--- src/sv/uuid7_pkg.sv ---
package uuid7_pkg;

    localparam int unsigned MS_W      = 50;
    localparam int unsigned TIME_W    = 48;
    localparam int unsigned RAND_A_W  = 12;
    localparam int unsigned RAND_B_W  = 62;
    localparam int unsigned HALF_W    = 64;
    localparam int unsigned STATUS_W  = 2;

    localparam logic [RAND_A_W-1:0] COUNTER_FULL = 12'hFFF;
    localparam logic [TIME_W-1:0]   TIME_MAX     = {TIME_W{1'b1}};
    localparam logic [3:0]          VERSION_NIB  = 4'h7;
    localparam logic [1:0]          VARIANT_BITS = 2'b10;

    typedef enum logic [STATUS_W-1:0] {
        ST_OK        = 2'd0,
        ST_TOO_LARGE = 2'd1,
        ST_EXHAUSTED = 2'd2
    } status_t;

    typedef struct packed {
        logic                 mode;
        logic [RAND_B_W-1:0]  rand_b;
        logic [RAND_A_W-1:0]  rand_a;
        logic [MS_W-1:0]      unix_ms;
    } item_t;

    typedef struct packed {
        status_t              status;
        logic [HALF_W-1:0]    uuid_low;
        logic [HALF_W-1:0]    uuid_high;
    } result_t;

endpackage

--- src/sv/uuid7_calc.sv ---
module uuid7_calc
(
    input  logic              clk,
    input  logic              rst_n,
    input  logic              advance,
    input  uuid7_pkg::item_t  item,
    output uuid7_pkg::result_t result
);
    import uuid7_pkg::*;

    logic                seen_reg, seen_next;
    logic [TIME_W-1:0]   last_time_reg, last_time_next;
    logic [RAND_A_W-1:0] last_counter_reg, last_counter_next;

    logic                neg;
    logic                too_large;
    logic                exhausted;
    logic [TIME_W-1:0]   t_in;
    logic [TIME_W-1:0]   t_out;
    logic [RAND_A_W-1:0] field;
    logic                state_wr;

    always_comb
    begin
        neg       = item.unix_ms[MS_W-1];
        too_large = !neg && item.unix_ms[MS_W-2];
        t_in      = neg ? '0 : item.unix_ms[TIME_W-1:0];
        t_out     = t_in;
        field     = item.rand_a;
        exhausted = 1'b0;

        // never run backward: a time not past the last reuses or bumps it
        if (item.mode && seen_reg && t_in <= last_time_reg)
        begin
            if (last_counter_reg == COUNTER_FULL)
            begin
                if (last_time_reg == TIME_MAX)
                    exhausted = 1'b1;
                t_out = last_time_reg + 1'b1;
            end
            else
            begin
                t_out = last_time_reg;
                field = last_counter_reg + 1'b1;
            end
        end

        if (too_large)
        begin
            result.status    = ST_TOO_LARGE;
            result.uuid_high = '0;
            result.uuid_low  = '0;
        end
        else if (exhausted)
        begin
            result.status    = ST_EXHAUSTED;
            result.uuid_high = '0;
            result.uuid_low  = '0;
        end
        else
        begin
            result.status    = ST_OK;
            result.uuid_high = {t_out, VERSION_NIB, field};
            result.uuid_low  = {VARIANT_BITS, item.rand_b};
        end

        state_wr          = advance && item.mode && !too_large && !exhausted;
        seen_next         = state_wr ? 1'b1  : seen_reg;
        last_time_next    = state_wr ? t_out : last_time_reg;
        last_counter_next = state_wr ? field : last_counter_reg;
    end

    always_ff @(posedge clk or negedge rst_n)
    begin
        if (!rst_n)
        begin
            seen_reg         <= 1'b0;
            last_time_reg    <= '0;
            last_counter_reg <= '0;
        end
        else
        begin
            seen_reg         <= seen_next;
            last_time_reg    <= last_time_next;
            last_counter_reg <= last_counter_next;
        end
    end

    a_time_monotonic: assert property (@(posedge clk) disable iff (!rst_n)
        state_wr |=> last_time_reg >= $past(last_time_reg))
        else $error("kept time ran backward");

    a_hold_on_error: assert property (@(posedge clk) disable iff (!rst_n)
        (advance && (too_large || exhausted)) |=>
            $stable(last_time_reg) && $stable(last_counter_reg) && $stable(seen_reg))
        else $error("state changed on an error transaction");

    a_id_increases: assert property (@(posedge clk) disable iff (!rst_n)
        (state_wr && $past(state_wr)) |->
            {t_out, field} > {$past(t_out), $past(field)} || !seen_reg)
        else $error("monotonic identifier did not increase");

endmodule

--- src/sv/uuid_v7_monotonic_generator.sv ---
// UUID version 7 generator with a monotonic mode.
// Input stream (s_axis_*): one request per transaction, tdata carries the
// signed millisecond time and both random fields, tuser the mode bit.
// Output stream (m_axis_*): one identifier per request, tdata holds the two
// 64-bit halves, tuser the status (ok, time too large, range exhausted).
// On an error both halves are zero and the kept state is left as it was.
// The request is captured in an input register, the identifier is formed by
// one pass of compare/increment/packing logic and held in a result register.
// While the receiver does not stall, a new request is taken every cycle.
// The kept time and 12-bit counter are updated as a request moves into the
// result register, so back-to-back monotonic requests see each other's state.
// Reset clears the kept state (nothing seen yet) and empties both registers.
// When the receiver stalls, the result register holds, the input register
// fills, and s_axis_tready drops until the result is taken.
module uuid_v7_monotonic_generator
(
    input  logic         clk,
    input  logic         rst_n,
    input  logic         s_axis_tvalid,
    output logic         s_axis_tready,
    // [49:0] unix_ms, [61:50] rand_a, [123:62] rand_b, [127:124] zero
    input  logic [127:0] s_axis_tdata,
    // [0] mode
    input  logic         s_axis_tuser,
    output logic         m_axis_tvalid,
    input  logic         m_axis_tready,
    // [63:0] uuid_high, [127:64] uuid_low
    output logic [127:0] m_axis_tdata,
    // [1:0] status
    output logic [1:0]   m_axis_tuser
);
    import uuid7_pkg::*;

    logic    in_valid_reg, in_valid_next;
    item_t   in_item_reg, in_item_next;
    logic    out_valid_reg, out_valid_next;
    result_t out_reg, out_next;
    result_t calc_res;
    logic    advance;

    uuid7_calc u_calc
    (
        .clk     (clk),
        .rst_n   (rst_n),
        .advance (advance),
        .item    (in_item_reg),
        .result  (calc_res)
    );

    always_comb
    begin
        advance        = in_valid_reg && (!out_valid_reg || m_axis_tready);
        s_axis_tready  = !in_valid_reg || advance;

        in_valid_next  = in_valid_reg;
        in_item_next   = in_item_reg;
        if (s_axis_tready)
        begin
            in_valid_next = s_axis_tvalid;
            in_item_next  = {s_axis_tuser, s_axis_tdata[123:0]};
        end

        out_valid_next = out_valid_reg;
        out_next       = out_reg;
        if (!out_valid_reg || m_axis_tready)
        begin
            out_valid_next = in_valid_reg;
            out_next       = calc_res;
        end
    end

    always_ff @(posedge clk or negedge rst_n)
    begin
        if (!rst_n)
        begin
            in_valid_reg  <= 1'b0;
            out_valid_reg <= 1'b0;
        end
        else
        begin
            in_valid_reg  <= in_valid_next;
            out_valid_reg <= out_valid_next;
        end
    end

    always_ff @(posedge clk)
    begin
        in_item_reg <= in_item_next;
        out_reg     <= out_next;
    end

    assign m_axis_tvalid = out_valid_reg;
    assign m_axis_tdata  = {out_reg.uuid_low, out_reg.uuid_high};
    assign m_axis_tuser  = out_reg.status;

    a_status_code: assert property (@(posedge clk) disable iff (!rst_n)
        m_axis_tvalid |-> m_axis_tuser != 2'd3)
        else $error("undefined status code");

    a_error_zero: assert property (@(posedge clk) disable iff (!rst_n)
        (m_axis_tvalid && m_axis_tuser != ST_OK) |-> m_axis_tdata == '0)
        else $error("error transaction carries a nonzero identifier");

    a_ok_marks: assert property (@(posedge clk) disable iff (!rst_n)
        (m_axis_tvalid && m_axis_tuser == ST_OK) |->
            m_axis_tdata[15:12] == VERSION_NIB && m_axis_tdata[127:126] == VARIANT_BITS)
        else $error("version or variant bits missing");

    a_no_drop: assert property (@(posedge clk) disable iff (!rst_n)
        (in_valid_reg && out_valid_reg && !m_axis_tready) |=> in_valid_reg)
        else $error("pending request lost during stall");

endmodule
--- config.mk ---
export PLATFORM = sky130hd
export DESIGN_NAME = uuid_v7_monotonic_generator
export DESIGN_NICKNAME = d
export VERILOG_FILES = /design/src/sv/uuid7_pkg.sv /design/src/sv/uuid7_calc.sv /design/src/sv/uuid_v7_monotonic_generator.sv
export SDC_FILE = /design/constraint.sdc
export NUM_CORES = 1
export LEC_CHECK = 0
export ABC_AREA = 1
export BUFFER_PORTS_ARGS = -buffer_cell sky130_fd_sc_hd__buf_4
export CAP_MARGIN = 10
export CORE_ASPECT_RATIO = 1.4
export CORE_MARGIN = 5
export CORE_UTILIZATION = 55
export DETAILED_ROUTE_END_ITERATION = 10
export PLACE_DENSITY = 0.78
export SETUP_SLACK_MARGIN = 0.5
export SLEW_MARGIN = 20
export SYNTH_ARGS = -nofsm -noshare
export SYNTH_HDL_FRONTEND = slang
export SYNTH_SLANG_ARGS = --single-unit
--- constraint.sdc ---
create_clock -name clk -period 4.6 [get_ports clk]
set_input_delay 0.23 -clock clk [delete_from_list [all_inputs] [get_ports clk]]
set_output_delay 0.23 -clock clk [all_outputs]
set_load 0.005 [all_outputs]
==> impl_metrics.json, run 1 <==
{
  "outcome": "complete, no violations",
  "routed_wl_um": 44890,
  "fin_skew_ns": 0.02118,
  "critPathCaptureType": "flip-flop",
  "dieWidth_um": 151.2,
  "root_buffer": "clkbuf_16",
  "synth_top_area_cell": "edfxtp_1",
  "grt.overflow.total": 0,
  "synth_top_area_share": 0.4891,
  "worstSetupPathType": "flip-flop to flip-flop",
  "synth_warnings": 0,
  "die-area_um2": 31400,
  "crit_fanout": 60,
  "coreArea_um2": 27570,
  "ctsLongestPathBuffers": 3,
  "grt_pass1_wl_um": 69770,
  "seq_area_frac_synth": 0.5918,
  "largest_reg_flops": 125,
  "fp-row-count": 72,
  "ioPinCount": 265,
  "track_usage": 0.2824,
  "synth_area_um2": 15350,
  "nets": 2213,
  "netlist_instances": 1656,
  "grt_max_degree": 89,
  "final.setup.tns_ns": 0,
  "dp_hpwl_um": 27710,
  "rsz0062_at_grt": "no",
  "dp_cells": 2241,
  "synth_flop_cell": "edfxtp_1",
  "post_cts_buffers": 0,
  "synth_xor_area_frac": 0.01826,
  "cellPowerDensity_nw_per_um2": 432.0,
  "ir_worst_vdd_uv": 378.4,
  "start_util": 0.5568,
  "synthDistinctLibCells": 34,
  "synthArstFlopShare": 0.2013,
  "routed_via_density": 5.308,
  "cts_tree": "done",
  "hold-path-cell-count": 3,
  "min_period_over_period": 0.8466,
  "gp_congestion": 0.9628,
  "layout-drive-gt1-share": 0.1680,
  "synthTopCellsByArea": "edfxtp_1 49%, nand2_1 13%, dfrtp_1 10%, inv_1 4.9%, nor2_1 4.6%",
  "tightest_slew_ns": 1.008,
  "clk_latency_ns": 0.57,
  "hold_violations": 0,
  "cap_viol_max_count": 0,
  "totalPowerFinal_mw": 8.560,
  "antenna_found_initial": 1,
  "path_clk_slew_ns": 0.07,
  "routedWlPerCell_um": 18.52,
  "fmax_mhz": 256.8,
  "cts_htree_levels": 1,
  "first_iter_violations": 1170,
  "grt_pass1_vias": 13130,
  "area_delta_synth_final_pct": 29.08,
  "power_leakage_nw": 9.259,
  "synth_most_common_cell": "nand2_1",
  "arrival_ns": 4.34,
  "firstDrtPassIters": 7,
  "num_vias": 12867,
  "die-height_um": 207.7,
  "avgSynthCellArea_um2": 9.269,
  "drc": 0,
  "postRouteAntennaNets": 0,
  "cp.required_ns": 5.04,
  "final_cells": 2424,
  "r2r_cells": 14,
  "clock-sinks": 313,
  "post_synth_fa_ha_maj_area_fraction": 0.04076,
  "hold_class": "input port to flip-flop",
  "synth_common_cells": "537 x nand2_1, 250 x edfxtp_1, 200 x inv_1, 190 x nor2_1, 93 x nand3_1",
  "synth_top_family_by_area": "simple AND/OR/NAND/NOR gates",
  "setup_viol": 0,
  "ys_ff_latch": 313,
  "synth-edff-count": 250,
  "cp-start-kind": "flip-flop",
  "whs_ns": 0.1673,
  "drv_slew": 0,
  "relSlewSlack": 0.3278,
  "fillers": 1973,
  "portBuffers": 258,
  "cts_made_buffers": 30,
  "synth_compound_area_frac": 0.03309,
  "finalCriticalPeriod_ns": 3.894,
  "synth_simple_gate_area_frac": 0.2406,
  "synthMuxAreaShare": 0
}
==> power breakdown <==
part           internal, mW  switching [mW]  total [mW]
clock                  1.46            1.11        2.56
sequential             3.56           0.318        3.87
combinational         0.842            1.28        2.12
==> through the flow <==
stage | utilization | cell area [um^2] | setup WS, ns
5_1_grt | 0.7188 | 19810 | 0.5193
2_1_floorplan | - | 15350 | 0.8578
3_5_place_dp | 0.6362 | 17540 | 0.9591
4_1_cts | 0.7186 | 19810 | 0.8955
6_report | 0.7188 | 19810 | 0.7055
3_3_place_gp | 0.6362 | 17540 | 1.028
==> cell usage in the layout, fill, tap and decap left out, types with 7 or more instances in the layout <==
cell,Yosys,routed
nand2_1,537,534
buf_4,11,269
edfxtp_1,250,250
inv_1,200,199
nor2_1,190,190
dlygate4sd3_1,0,127
nand3_1,93,93
a21oi_1,82,82
dfrtp_1,63,63
ha_1,50,50
clkbuf_16,0,31
xor2_1,28,28
nand4_1,27,27
nor3_1,25,25
o21ai_0,15,15
clkinv_1,0,7
==> worst max-delay path: stages, from the launching register on <==
cell and delay, ns:
edfxtp_1 0.39, buf_12 0.24, nor2_1 0.11, ha_1 0.31
nand2_1 0.09, nor3_1 0.37, nand2_1 0.16, nor2_1 0.14
nand2_1 0.07, nand2_2 0.31, nand3_2 0.22, nand2_4 0.12
clkinv_2 0.76, nand2_1 0.31, nand2_1 0.07
==> final cells by class <==
cell class / count / area, um^2 / area share
sequential: 313 / 9084 / 0.4584
inverter: 207 / 780.7 / 0.03940
multi-input combinational: 1079 / 5132 / 0.2590
tap: 370 / 462.9 / 0.02336
antenna: 1 / 2.502 / 0.0001263
clock buffer: 34 / 787.0 / 0.03972
timing repair buffer: 399 / 3351 / 0.1691
clock inverter: 21 / 214.0 / 0.01080
==> layer usage <==
layer | vias to the layer above | track usage | part of all wire
li1 | 6098 | - | -
met1 | 6023 | 0.3225 | 0.35
met2 | 636 | 0.5096 | 0.53
met3 | 110 | 0.06617 | 0.089
met4 | 0 | 0.09856 | 0.036
met5 | - | 0 | 0
==> cell families (layout without fill, tap and decap cells) <==
kind of cell / after synthesis / count (layout)
and+or+nand+nor: 895 / 895
DFF: 313 / 313
buffers and inverters: 265 / 661
AOI/OAI and AO/OA: 100 / 100
adders and majority gates: 50 / 50
xor gates and xnor gates: 32 / 32
other: 1 / 3
==> worst paths after layout <==
kind,endpoint,slack (ns),from
max in group asynchronous,u_calc.last_time_reg[24],3.61,rst_n
worst max register to register,u_calc.last_time_reg[41],0.71,in_item_reg[49]
worst min register to register,u_calc.seen_reg,0.49,u_calc.seen_reg
min in group asynchronous,u_calc.last_time_reg[14],0.36,rst_n
worst min-delay path,m_axis_tvalid,0.17,m_axis_tready
worst max-delay path,u_calc.last_time_reg[41],0.71,in_item_reg[49]
==> timing repair <==
item / 4_1_cts / 5_1_grt
endpoints found under the hold margin: 189 / 0
resized for setup: 0 / 0
hold buffers: 127 / 0
Note: power is estimated with default switching activity, not from simulation.
==> inputs of run 2 (changes only) <==
--- a/config.mk
+++ b/config.mk
@@ -10,9 +10,9 @@
 export CAP_MARGIN = 10
 export CORE_ASPECT_RATIO = 1.4
 export CORE_MARGIN = 5
-export CORE_UTILIZATION = 55
+export CORE_UTILIZATION = 51
 export DETAILED_ROUTE_END_ITERATION = 10
-export PLACE_DENSITY = 0.78
+export PLACE_DENSITY = 0.77
 export SETUP_SLACK_MARGIN = 0.5
 export SLEW_MARGIN = 20
 export SYNTH_ARGS = -nofsm -noshare
==> constraint.sdc (replaced) <==
create_clock -name clk -period 3.19 [get_ports clk]
set_input_delay 0.1595 -clock clk [delete_from_list [all_inputs] [get_ports clk]]
set_output_delay 0.1595 -clock clk [all_outputs]
set_load 0.005 [all_outputs]
==> run 2 against run 1 <==
  * Non-clock buffer count is 74 higher
  * Cell count is 3.8% higher
  * Register-to-register slack worse by 0.50 ns
  * Critical path type unchanged
  * Sequential cell count stayed put
  * Hold slack worse by 0.12 ns
  * Via count is 6.6% higher
==> impl_metrics.json, run 2 (synthesized netlist as in run 1, its figures left out) <==
{
  "fp-row-count": 75,
  "hold_violations": 0,
  "clk_latency_ns": 0.58,
  "fin_skew_ns": 0.02568,
  "drv_slew": 0,
  "busiest_layer": "met2",
  "drc": 0,
  "cellPowerDensity_nw_per_um2": 602.7,
  "mostFrequentLayoutCell": "nand2_1",
  "cap_viol_max_count": 0,
  "root_buffer": "clkbuf_16",
  "final_cells": 2515,
  "dp_cells": 2278,
  "min_period_over_period": 0.9369,
  "power_leakage_nw": 9.957,
  "first_iter_violations": 943,
  "grt_max_degree": 128,
  "cts_tree": "done",
  "die-area_um2": 33720,
  "slowest_stage": "edfxtp_1",
  "portBuffers": 258,
  "preCtsSetupSlack_ns": 0.1322,
  "setup_viol": 0,
  "final.setup.tns_ns": 0,
  "path_buf_inv": 4,
  "worstSetupPathType": "flip-flop to flip-flop",
  "num_vias": 13720,
  "critPathCaptureType": "flip-flop",
  "cts_made_buffers": 30,
  "rsz0062_at_grt": "yes",
  "area_delta_synth_final_pct": 43.63,
  "crit_fanout": 10,
  "ioPinCount": 265,
  "whs_ns": 0.04782,
  "firstDrtPassIters": 9,
  "clock-sinks": 313,
  "die-height_um": 215.3,
  "relSlewSlack": 0.2817,
  "cp_top_family": "simple AND/OR/NAND/NOR gates",
  "outcome": "complete, no violations",
  "grt_util_met3": 0.06500,
  "max_stage_delay_ns": 0.43,
  "mostFrequentLayoutCells": "516 x nand2_1, 290 x buf_4, 250 x edfxtp_1",
  "routed_wl_um": 53130,
  "cp_cell_sequence": "buf_6 > clkbuf_16 > nor2_2 > ha_4 > a21oi_2 > nand2_1 > a21oi_2 > nand2_2 > nand2_2 > nand3_2 > nand2_4 > nand3_4 > nand2_8 > buf_12 > clkbuf_16 > nor2_1",
  "grt.overflow.total": 0,
  "grt_use_met1": 0.3194,
  "path_clk_slew_ns": 0.06,
  "routedWlPerCell_um": 21.13,
  "cp-start-kind": "flip-flop",
  "cp.required_ns": 3.51,
  "antenna_found_initial": 1,
  "routed_via_density": 5.455,
  "setup_ws_ns": 0.2013,
  "track_usage": 0.2833,
  "dp_hpwl_um": 29040,
  "grt_pass1_wl_um": 74810,
  "finalCriticalPeriod_ns": 2.989,
  "gp_congestion": 1.019,
  "postRouteAntennaNets": 0,
  "layout-drive-gt1-share": 0.2771,
  "fmax_mhz": 334.6,
  "tightest_slew_ns": 1.077,
  "start_util": 0.5144,
  "cts_htree_levels": 1,
  "ctsLongestPathBuffers": 3,
  "dieWidth_um": 156.6,
  "coreArea_um2": 29840,
  "totalPowerFinal_mw": 13.29,
  "hold_class": "input port to flip-flop",
  "largest_reg_flops": 125,
  "use_met2": 0.4973,
  "arrival_ns": 3.31,
  "nets": 2288,
  "grt_pass1_vias": 13902,
  "ir_worst_vdd_uv": 627.1
}
run 2: cell types whose count changed in the layout (fill, tap and decap cells not counted), moves of 14 or more:
cell and change:
nor2_1 -68, a21oi_1 -47, a21oi_2 +42, nor2_4 +35
nor2_2 +33, ha_1 -22, buf_4 +21, ha_4 +21
nand2_1 -18, nand2_2 +17, buf_12 +14
run 2: path summary, 6_finish.rpt:
check | from | to | slack, ns | cells after the start
worst min register to register | u_calc.seen_reg | u_calc.seen_reg | 0.46 | 2
worst min-delay path | m_axis_tready | m_axis_tvalid | 0.05 | 3
worst max-delay path | in_item_reg[49] | m_axis_tdata[105] | 0.20 | 16
worst max register to register | in_item_reg[49] | m_axis_tdata[105] | 0.20 | 16
min in group asynchronous | rst_n | u_calc.last_time_reg[17] | 0.27 | 2
max in group asynchronous | rst_n | u_calc.last_time_reg[0] | 2.27 | 2
run 2: per-layer routing:
layer / share of wire / vias up
li1: - / 6260
met1: 0.33 / 6451
met2: 0.51 / 794
met5: 0 / -
met3: 0.088 / 215
met4: 0.071 / 0
run 2: worst register-to-register path, cell delays in order (launching register included):
cell	delay (ns)
edfxtp_1	0.43
buf_6	0.18
clkbuf_16	0.18
nor2_2	0.18
ha_4	0.23
a21oi_2	0.13
nand2_1	0.10
a21oi_2	0.19
nand2_2	0.11
nand2_2	0.08
nand3_2	0.09
nand2_4	0.11
nand3_4	0.16
nand2_8	0.18
buf_12	0.15
clkbuf_16	0.17
nor2_1	0.06
run 2: metrics by stage:
stage / util / instance area (um^2)
floorplan: - / 15370
global placement: 0.5974 / 17830
detailed placement: 0.5974 / 17830
CTS: 0.7106 / 21210
global route: 0.7388 / 22050
finish: 0.7388 / 22050
run 2: area by class of cell:
class	count	area [um^2]
diodes	1	2.502
clock buffers	36	814.5
clock inverters	20	162.7
fillers	1894	7795
inverters	207	787.0
multi-input cells	1080	6092
flip-flops and latches	313	9085
well taps	385	481.7
repair buffers	473	4621
run 2: report_power, final:
part	internal, mW	switching [mW]	total (mW)
registers	5.14	0.457	5.59
clock network	1.99	1.63	3.62
logic	1.76	2.31	4.08
run 2: timing repair:
item                                    4_1_cts  5_1_grt
pin swaps                                     4       23
cloned                                       13       15
setup buffers                                18        7
hold endpoints to repair                    189        0
resized for setup                           141      106
hold buffers                                127        0
endpoints found under the setup margin      184      184
==> inputs of run 3 (changes only) <==
--- a/config.mk
+++ b/config.mk
@@ -5,7 +5,6 @@
 export SDC_FILE = /design/constraint.sdc
 export NUM_CORES = 1
 export LEC_CHECK = 0
-export ABC_AREA = 1
 export BUFFER_PORTS_ARGS = -buffer_cell sky130_fd_sc_hd__buf_4
 export CAP_MARGIN = 10
 export CORE_ASPECT_RATIO = 1.4
==> run 3 against run 2 <==
  * The flow now finishes with violations (negative setup slack)
  * Sequential power grew 7.3%
  * Utilization rose by 1.6 points
  * Count of clock-buffer cells in the layout down 3
  * Synthesized cell count is 27% lower
  * Worst setup slack worse by 0.33 ns
  * Clock skew shrank 0.0057 ns
  * Global-route usage fell by 1.1 points
  * First-iteration DRC count down 25%
  * Sequential cell count stayed put
  * Hold slack improved by 0.20 ns
  * Clock power barely moved
  * Cell area fell by 0.76%
==> impl_metrics.json, run 3 <==
{
  "cts_made_buffers": 29,
  "path_common_cell": "buf_12",
  "rrSetupSlack_ns": -0.13,
  "synthArstFlopShare": 0.2013,
  "start_util": 0.5130,
  "use_met2": 0.4754,
  "cts_htree_levels": 1,
  "finalCriticalPeriod_ns": 3.324,
  "cap_viol_max_count": 0,
  "layout-drive-gt1-share": 0.3751,
  "postRouteAntennaNets": 0,
  "die-height_um": 212.0,
  "cts_tree": "done",
  "slowest_stage": "edfxtp_1",
  "worstSetupPathType": "flip-flop to flip-flop",
  "track_usage": 0.2725,
  "coreArea_um2": 28980,
  "grt_pass1_wl_um": 69790,
  "grt.overflow.total": 0,
  "largest_reg_flops": 125,
  "power_leakage_nw": 8.915,
  "synth_top_area_cell": "edfxtp_1",
  "clk_latency_ns": 0.57,
  "path_clk_slew_ns": 0.07,
  "synthDistinctLibCells": 73,
  "root_buffer": "clkbuf_16",
  "post_synth_fa_ha_maj_area_fraction": 0.04208,
  "multi_input_area_um2": 6133,
  "cp_top_family": "compound AO/OA/AOI/OAI gates",
  "mostFrequentLayoutCells": "400 x buf_4, 250 x edfxtp_1, 128 x dlygate4sd3_1",
  "synth_simple_gate_area_frac": 0.1516,
  "cellPowerDensity_nw_per_um2": 741.5,
  "routed_via_density": 5.565,
  "area_delta_synth_final_pct": 47.16,
  "busiest_layer": "met2",
  "gp_congestion": 0.9079,
  "synth_flop_cell": "edfxtp_1",
  "ir_worst_vdd_uv": 627.8,
  "hold_class": "input port to asynchronous set/reset pin",
  "routed_wl_um": 44930,
  "mostFrequentLayoutCell": "buf_4",
  "cp-start-kind": "flip-flop",
  "synthTopCellsByArea": "edfxtp_1 50%, dfrtp_1 11%, ha_1 4.2%, and2_1 3.6%, xnor2_1 2.8%",
  "synth_xor_area_frac": 0.02946,
  "clock-sinks": 313,
  "synth_top_area_share": 0.5050,
  "nets": 1926,
  "relSlewSlack": 0.3642,
  "fin_util": 0.7549,
  "path_buf_inv": 6,
  "critPathCaptureType": "flip-flop",
  "design_area_um2": 21880,
  "routedWlPerCell_um": 20.95,
  "totalPowerFinal_mw": 16.22,
  "tightest_slew_ns": 0.9536,
  "drv_slew": 0,
  "fin_skew_ns": 0.02002,
  "ioPinCount": 265,
  "hold_violations": 0,
  "r2r_cells": 16,
  "worstReg2RegStart": "in_item_reg[49]",
  "grt_use_met1": 0.3123,
  "setup_ws_ns": -0.1335,
  "fmax_mhz": 300.9,
  "avgSynthCellArea_um2": 12.30,
  "dieWidth_um": 154.3,
  "failed_checks": "negative setup slack",
  "grt_max_degree": 89,
  "dp_hpwl_um": 29480,
  "synth_compound_area_frac": 0.1060,
  "ctsLongestPathBuffers": 3,
  "seq_area_frac_synth": 0.6110,
  "portBuffers": 258,
  "synth_most_common_cell": "edfxtp_1",
  "synth_top_family_by_area": "simple AND/OR/NAND/NOR gates",
  "diodes": 0,
  "drc": 0,
  "rsz0062_at_grt": "yes",
  "max_stage_delay_ns": 0.38,
  "crit_fanout": 19,
  "place_area_um2": 19090,
  "synth-edff-count": 250,
  "ys_ff_latch": 313,
  "outcome": "finished with violations",
  "cp.required_ns": 3.63,
  "cp_cell_sequence": "buf_12 > buf_12 > nor2b_1 > ha_1 > nand4_1 > a21oi_1 > a2111oi_2 > o311a_4 > buf_4 > a21oi_4 > nand2_4 > buf_4 > buf_12 > buf_16 > a211oi_1 > o21ai_1",
  "grt_util_met3": 0.07473,
  "seq_area_um2": 9084,
  "synth_common_cells": "250 x edfxtp_1, 85 x and2_1, 68 x nor2_1, 63 x dfrtp_1, 58 x inv_1",
  "netlist_instances": 1209,
  "synth_warnings": 0,
  "setup_viol": 147,
  "first_iter_violations": 707,
  "fp-row-count": 74,
  "r2r-end": "u_calc.last_time_reg[18]",
  "firstDrtPassIters": 5,
  "synthMuxAreaShare": 0.02491,
  "grt_pass1_vias": 12903,
  "antenna_found_initial": 0,
  "num_vias": 11936,
  "arrival_ns": 3.77,
  "fillers": 1751,
  "synth_area_um2": 14870,
  "min_period_over_period": 1.042,
  "preCtsSetupSlack_ns": -0.2509,
  "die-area_um2": 32710
}
## run 3: where the power goes
group | switching [mW] | internal, mW
registers | 0.566 | 5.44
clock network | 1.56 | 2.07
logic | 3.27 | 3.31
## run 3: per-stage QoR
| stage | TNS (ns) | std cells | hold slack (ns) |
|---|---|---|---|
| after floorplan | 0 | 1210 | -0.1361 |
| after global placement | -18.16 | 1946 | 0.3373 |
| after detailed placement | -24.13 | 1946 | 0.3388 |
| after CTS | -7.441 | 2139 | 0.2839 |
| after global routing | -33.64 | 2145 | 0.2962 |
| final | -8.242 | 2145 | 0.2516 |
## run 3: metal layers
layer  part of all wire  wire (um)  vias up
li1                   -          -     5567
met1               0.36      16300     5720
met2               0.50      22460      524
met3              0.091       4098      125
met4              0.046       2070        0
met5                  0          0        -
## run 3: how the worst max path moves through the flow
stage                     slack, ns             from                     endpoint  depth (start not counted)
after CTS                     -0.11  in_item_reg[49]              m_axis_tdata[8]                         13
after global placement        -0.21  in_item_reg[49]              m_axis_tdata[8]                         13
final                         -0.13  in_item_reg[49]     u_calc.last_time_reg[18]                         16
after global routing          -0.28  in_item_reg[49]  u_calc.last_counter_reg[10]                         17
after floorplan                0.06  in_item_reg[49]             m_axis_tdata[37]                         15
after detailed placement      -0.25  in_item_reg[49]              m_axis_tdata[8]                         13
## run 3: worst reg2reg max path, cell delays in order, from the launching register on
cell	delay, ns
edfxtp_1	0.38
buf_12	0.19
buf_12	0.18
nor2b_1	0.07
ha_1	0.32
nand4_1	0.17
a21oi_1	0.19
a2111oi_2	0.06
o311a_4	0.34
buf_4	0.15
a21oi_4	0.18
nand2_4	0.13
buf_4	0.18
buf_12	0.12
buf_16	0.16
a211oi_1	0.26
o21ai_1	0.12
## run 3: final cells by class
| cell class | instances | share of cell area |
|---|---|---|
| inverter | 59 | 0.01041 |
| tap | 380 | 0.02173 |
| clock inverter | 20 | 0.01069 |
| clock buffer | 33 | 0.03386 |
| sequential | 313 | 0.4152 |
| timing repair buffer | 569 | 0.2278 |
| multi-input combinational | 771 | 0.2803 |
## run 3: cell families after synthesis
| logic type | Yosys count |
|---|---|
| AOI/OAI and AO/OA | 224 |
| and+or+nand+nor | 410 |
| buffers and inverters | 126 |
| adders and majority gates | 50 |
| xor gates and xnor gates | 50 |
| DFF | 313 |
| other | 1 |
| muxes | 35 |
## run 3: what timing repair did
action,CTS,global route
setup buffers,11,6
pin swaps,7,2
resized for setup,40,54
endpoints found under the setup margin,185,185
endpoints found under the hold margin,192,0
gates cloned,1,0
hold buffers,128,0
